==> config.mk <==
export PLATFORM = sky130hd
export DESIGN_NAME = kfsa_ctrl
export DESIGN_NICKNAME = d
export VERILOG_FILES = /design/src/rtl/kfsa_pkg.sv /design/src/rtl/kfsa_ctrl.sv
export SDC_FILE = /design/constraint.sdc
export NUM_CORES = 1
export LEC_CHECK = 0
export ABC_AREA = 1
export BUFFER_PORTS_ARGS = -buffer_cell sky130_fd_sc_hd__buf_2
export CAP_MARGIN = 10
export CORE_AREA = 2 2 39 41
export CTS_CLUSTER_SIZE = 28
export DETAILED_ROUTE_END_ITERATION = 6
export DIE_AREA = 0 0 41 43
export PLACE_DENSITY = 0.52
export SYNTH_ARGS = -nofsm -noshare
export SYNTH_HDL_FRONTEND = slang
export SYNTH_SLANG_ARGS = --single-unit
==> constraint.sdc <==
create_clock -name aclk -period 2.5 [get_ports aclk]
set_clock_uncertainty 0.2 [all_clocks]
set_input_delay 0.125 -clock aclk [delete_from_list [all_inputs] [get_ports aclk]]
set_output_delay 0.125 -clock aclk [all_outputs]
set_load 0.01 [all_outputs]
==> src/rtl/kfsa_pkg.sv <==
// kfsa_pkg: shared constants and controller/datapath interface types
// for the k-th free slot allocator; no dependencies
`timescale 1ns / 1ps

package kfsa_pkg;

    // slot row size, a power of two; the count tree is a full binary heap over it
    localparam int SLOTS    = 1024;
    localparam int LEVELS   = $clog2(SLOTS);
    localparam int NODE_W   = LEVELS + 1;      // heap index 1 .. 2*SLOTS-1
    localparam int CNT_W    = LEVELS + 1;      // count 0 .. SLOTS
    localparam int TREE_LEN = 2 * SLOTS;

    // port widths
    localparam int RANK_W = 10;
    localparam int SLOT_W = 10;
    localparam int FREE_W = 11;
    localparam int CFG_W  = 11;

    // controller -> datapath
    typedef struct packed {
        logic clr_step;    // write one init entry of the sweep and advance
        logic load_item;   // latch rank, read root
        logic take_root;   // capture root count, check rank
        logic step_write;  // write decremented count of current node
        logic read_left;   // read left child of current node
        logic descend;     // pick child from left count
        logic out_load;    // load result register
    } kfsa_cmd_t;

    // datapath -> controller
    typedef struct packed {
        logic clr_last;    // sweep is at its final entry
        logic over_rank;   // rank not below root count
        logic at_leaf;     // current node is a leaf
        logic out_busy;    // result register full and not taken this cycle
    } kfsa_sts_t;

endpackage

==> src/rtl/kfsa_ctrl.sv <==
// kfsa_ctrl: sequencer for init sweep, root check and tree descent
// depends on kfsa_pkg
`timescale 1ns / 1ps

module kfsa_ctrl
    import kfsa_pkg::*;
(
    input  logic      aclk,
    input  logic      aresetn,
    input  logic      s_valid,
    input  logic      cfg_fire,
    input  kfsa_sts_t sts,
    output logic      s_ready,
    output kfsa_cmd_t cmd
);

    typedef enum logic [2:0] {
        ST_CLEAR,
        ST_IDLE,
        ST_ROOT,
        ST_STEP_RD,
        ST_STEP_WAIT,
        ST_FINISH
    } state_t;

    state_t state_reg, state_next;
    logic   s_ready_reg, s_ready_next;

    always_comb begin
        state_next = state_reg;
        cmd        = '0;
        case (state_reg)
            ST_CLEAR: begin
                cmd.clr_step = !cfg_fire;
                if (!cfg_fire && sts.clr_last) begin
                    state_next = ST_IDLE;
                end
            end
            ST_IDLE: begin
                if (s_valid && s_ready_reg) begin
                    cmd.load_item = 1'b1;
                    state_next    = ST_ROOT;
                end
            end
            ST_ROOT: begin
                cmd.take_root = 1'b1;
                state_next    = sts.over_rank ? ST_FINISH : ST_STEP_RD;
            end
            ST_STEP_RD: begin
                cmd.step_write = 1'b1;
                if (sts.at_leaf) begin
                    state_next = ST_FINISH;
                end else begin
                    cmd.read_left = 1'b1;
                    state_next    = ST_STEP_WAIT;
                end
            end
            ST_STEP_WAIT: begin
                cmd.descend = 1'b1;
                state_next  = ST_STEP_RD;
            end
            ST_FINISH: begin
                if (!sts.out_busy) begin
                    cmd.out_load = 1'b1;
                    state_next   = ST_IDLE;
                end
            end
            default: begin
                state_next = ST_CLEAR;
            end
        endcase
        // a register write always restarts the sweep
        if (cfg_fire) begin
            state_next = ST_CLEAR;
        end
        s_ready_next = (state_next == ST_IDLE);
    end

    always_ff @(posedge aclk) begin
        if (!aresetn) begin
            state_reg   <= ST_CLEAR;
            s_ready_reg <= 1'b0;
        end else begin
            state_reg   <= state_next;
            s_ready_reg <= s_ready_next;
        end
    end

    assign s_ready = s_ready_reg;

endmodule

# ---- Yosys cells after proc, flatten, opt, wreduce, memory -nomap -nowiden
# Index checks and enable logic that the tools add are counted.
dict set report totals {
  reg_bits 4
  output_inout_bits 8
  elab_cells 28
}
dict set report op_classes {
  eq_ne 6
  reduce_logical 4
  mux 16
}
# operator n
set ops {}
lappend ops {{$pmux 3 s6} 1}
lappend ops {{$mux 3} 5}
lappend ops {{$mux 1} 9}
lappend ops {{$eq 3x1->1 const B} 2}
lappend ops {{$eq 3x2->1 const B} 2}
lappend ops {{$eq 3x3->1 const B} 2}
lappend ops {{$logic_not 3->1} 1}
lappend ops {{$logic_and 1x1->1} 2}
lappend ops {{$mux 2} 1}
lappend ops {{$logic_not 1->1} 1}

# ---- Depth between registers and ports, before layout
dict set report depth {
  ltp_word 6
  ltp_mapped 8
}

# ---- Worst setup path after synthesis
# OpenSTA, ideal clock, no wires.
dict set report synth_timing {
  path_type {reg-to-output}
  from {register state_reg[0]}
  to {output cmd[6] in the netlist's numbering}
  t_arrival_ns 0.851
  slack_ns 1.324
  required_ns 2.175
  path_stages_with_launch 3
  path_cell_list {dfxtp_1 buf_6 nor4_1}
}
# element line_no
set synth_rtl {}
lappend synth_rtl {{from (decl)} kfsa_ctrl.sv:26} ;# state_t state_reg, state_next;
lappend synth_rtl {{from (signal assigned)} kfsa_ctrl.sv:84} ;# state_reg <= state_next;
lappend synth_rtl {{to (decl)} kfsa_ctrl.sv:14} ;# output kfsa_cmd_t cmd

==> results.toml <==
[run_status]
status = "finished clean"

[timing]
fin_crit_sh_pct = 61.12
setup_viol = 0
hold_viol = 0
fmax_mhz = 654.4
whs_ps = 24.59
grt_setup_unrepaired = "false"
slew_headroom_pct = 78.14
min_period_ps = 1528
worst_pin_slew_ps = 327.4
drv_slew = 0
tns_ps = 0

[cts]
clock_path_buffers = 2
cts-root-buf = "clkbuf_4"
numCtsBuffers = 3
cts_tree = "yes"
insertion_delay_ps = 230
cts_resized = 0
h-tree-depth = 1
clock_sinks = 4
path_clk_slew_ps = 40

[worst_setup_path]
crit_start = "state_reg[0]"
cp_max_fo = 8
endpoint_kind = "output pin"
crit_chain = "nand3_1, nor2_2, buf_2"
cp-start-kind = "register"
worstSetupPathType = "reg -> out"
required_ps = 2170
r2r_start = "state_reg[0]"
critPathArrivalTime_ps = 1200
crit_path_top_delay_cell = "dfxtp_1"
cp_slowest_stage_delay_ps = 500

[synth]
ys_seq_elements = 4
synth_top_area_share_pct = 26.45
ys_top_cells_by_count = "nand2_1, inv_1, nor2_1"
post-synth-top-count-cell = "nand2_1"
yosysUniqueCellTypes = 15
synth_area_leader_cell = "dfxtp_1"
synthFlopType = "dfxtp_1"
async_reset_ff_share_pct = 0
syn_nets = 58
syn-cell-area_um2 = 302.8
syn_area_per_cell_um2 = 6.056
synth_edf_count = 0
ys.warnings.count = 0
synth_seq_area_share_pct = 26.45
synth_area_leaders = "dfxtp_1, nand2_1, inv_1"
synthCells = 50

[grt]
use_met2_pct = 16.56
use_met1_pct = 9.325
grt_max_degree = 9
grt.overflow.total = 0
grtUsageTotal_pct = 10.64
antenna_found_initial = 0
use_met3_pct = 4.712
grt_first_pass_wirelength_um = 1166
grt_busiest_layer = "met2"
grt_pass1_vias = 318

[cells_and_area]
largest_reg_flops = 3
nets = 78
drive_above_1_share_pct = 42.65
nFillCells = 161
area_growth_pct = 38.43
diodes = 0

[floorplanning]
die_h_um = 43
pin_count = 16
core_mm2 = 0.001384
start_util_pct = 21.88
dieWidth_um = 41
die-area_mm2 = 0.001763
rows = 14

[route]
drc = 0
vias = 347
drt_first_pass_iters = 2
routed_via_density = 4.131
drt_wl_total_um = 703
avgRoutedWirePerCell_um = 8.369
drt_iter0_drc = 4
ant_nets = 0

[placement]
buffer_ports.inserted = 15
hpwl_um = 587.1
place.gp.congestion = 0.6784

[job]
max_cap_viol_count = 0

[pwr]
peakVddDrop_v = 0.0001259
cellPowerDensity_mw_per_mm2 = 388.4
leakage_nw = 0.2540

[min_path]
hp-class = "in -> reg"
hold_path.startpoint = "cfg_fire"
-- kinds of logic (layout without fill, tap and decap cells) --
kind of cell	after synthesis	count (layout)	synth area share (%)
flip-flops	4	4	26.45
buffers and inverters	11	29	16.12
AND/OR/NAND/NOR	34	34	55.78
AO/OA/AOI/OAI	1	1	1.651
-- layout by cell type, fill, tap and decap left out, drive strengths merged --
master	netlist	layout
nor4	1	1
clkbuf	0	3
dfxtp	4	4
nand2	14	14
dlygate4sd3	0	1
nand3	5	5
inv	10	10
nand4	1	1
buf	1	15
nor3	2	2
o21ai	1	1
nor2	11	11
-- metrics by stage --
step                util, %    power, W  cell area [µm²]  cells  worst slack (ps)
global placement      27.94  0.00008532            386.6     80              1181
detailed placement    27.94  0.00008536            386.6     80              1192
global route          30.29   0.0001765            419.2     84             898.0
CTS                   30.29   0.0001686            419.2     84             964.0
floorplan                 -  0.00007753            302.8     50              1324
finish                30.29   0.0001628            419.2     84             971.9
-- final cells by class --
type / instances / area, µm² / share of cell area, %
Inverter: 10 / 37.54 / 8.955
Sequential cell: 4 / 80.08 / 19.10
Multi-Input combinational cell: 35 / 173.9 / 41.49
Tap cell: 16 / 20.02 / 4.776
Clock buffer: 3 / 22.52 / 5.373
Timing Repair Buffer: 16 / 85.08 / 20.30
-- per-layer routing --
layer | vias up | share of wire (%)
met5 | - | 0
met4 | 0 | 1.1
met3 | 2 | 8.5
met2 | 10 | 48
met1 | 144 | 43
li1 | 191 | -
-- what timing repair did --
action	CTS	global route
hold endpoints to repair	1	0
setup endpoints to repair	0	0
buffers inserted	0	0
hold buffers	1	0
-- path summary, 6_finish.rpt --
check                 endpoint  slack [ps]  depth (start not counted)
setup / recovery        cmd[5]         970                          3
hold / removal    state_reg[2]          20                          4
setup reg to reg  state_reg[0]        1200                          5
hold reg to reg   state_reg[2]         470                          3
-- worst max-delay path: cells and delay by family, from the launching register on --
kind                   cells  cell delay, ps
DFF                        1             500
and+or+nand+nor            2             310
buffers and inverters      1             160
-- report_power, final --
part | total, W | internal (W) | switching, W
sequential | 0.0000672 | 0.0000654 | 0.00000176
clock | 0.0000773 | 0.0000535 | 0.0000238
combinational | 0.0000183 | 0.00000917 | 0.00000916
total | 0.000163 | 0.000128 | 0.0000347
No activity file was read; power rests on OpenSTA's default activity.
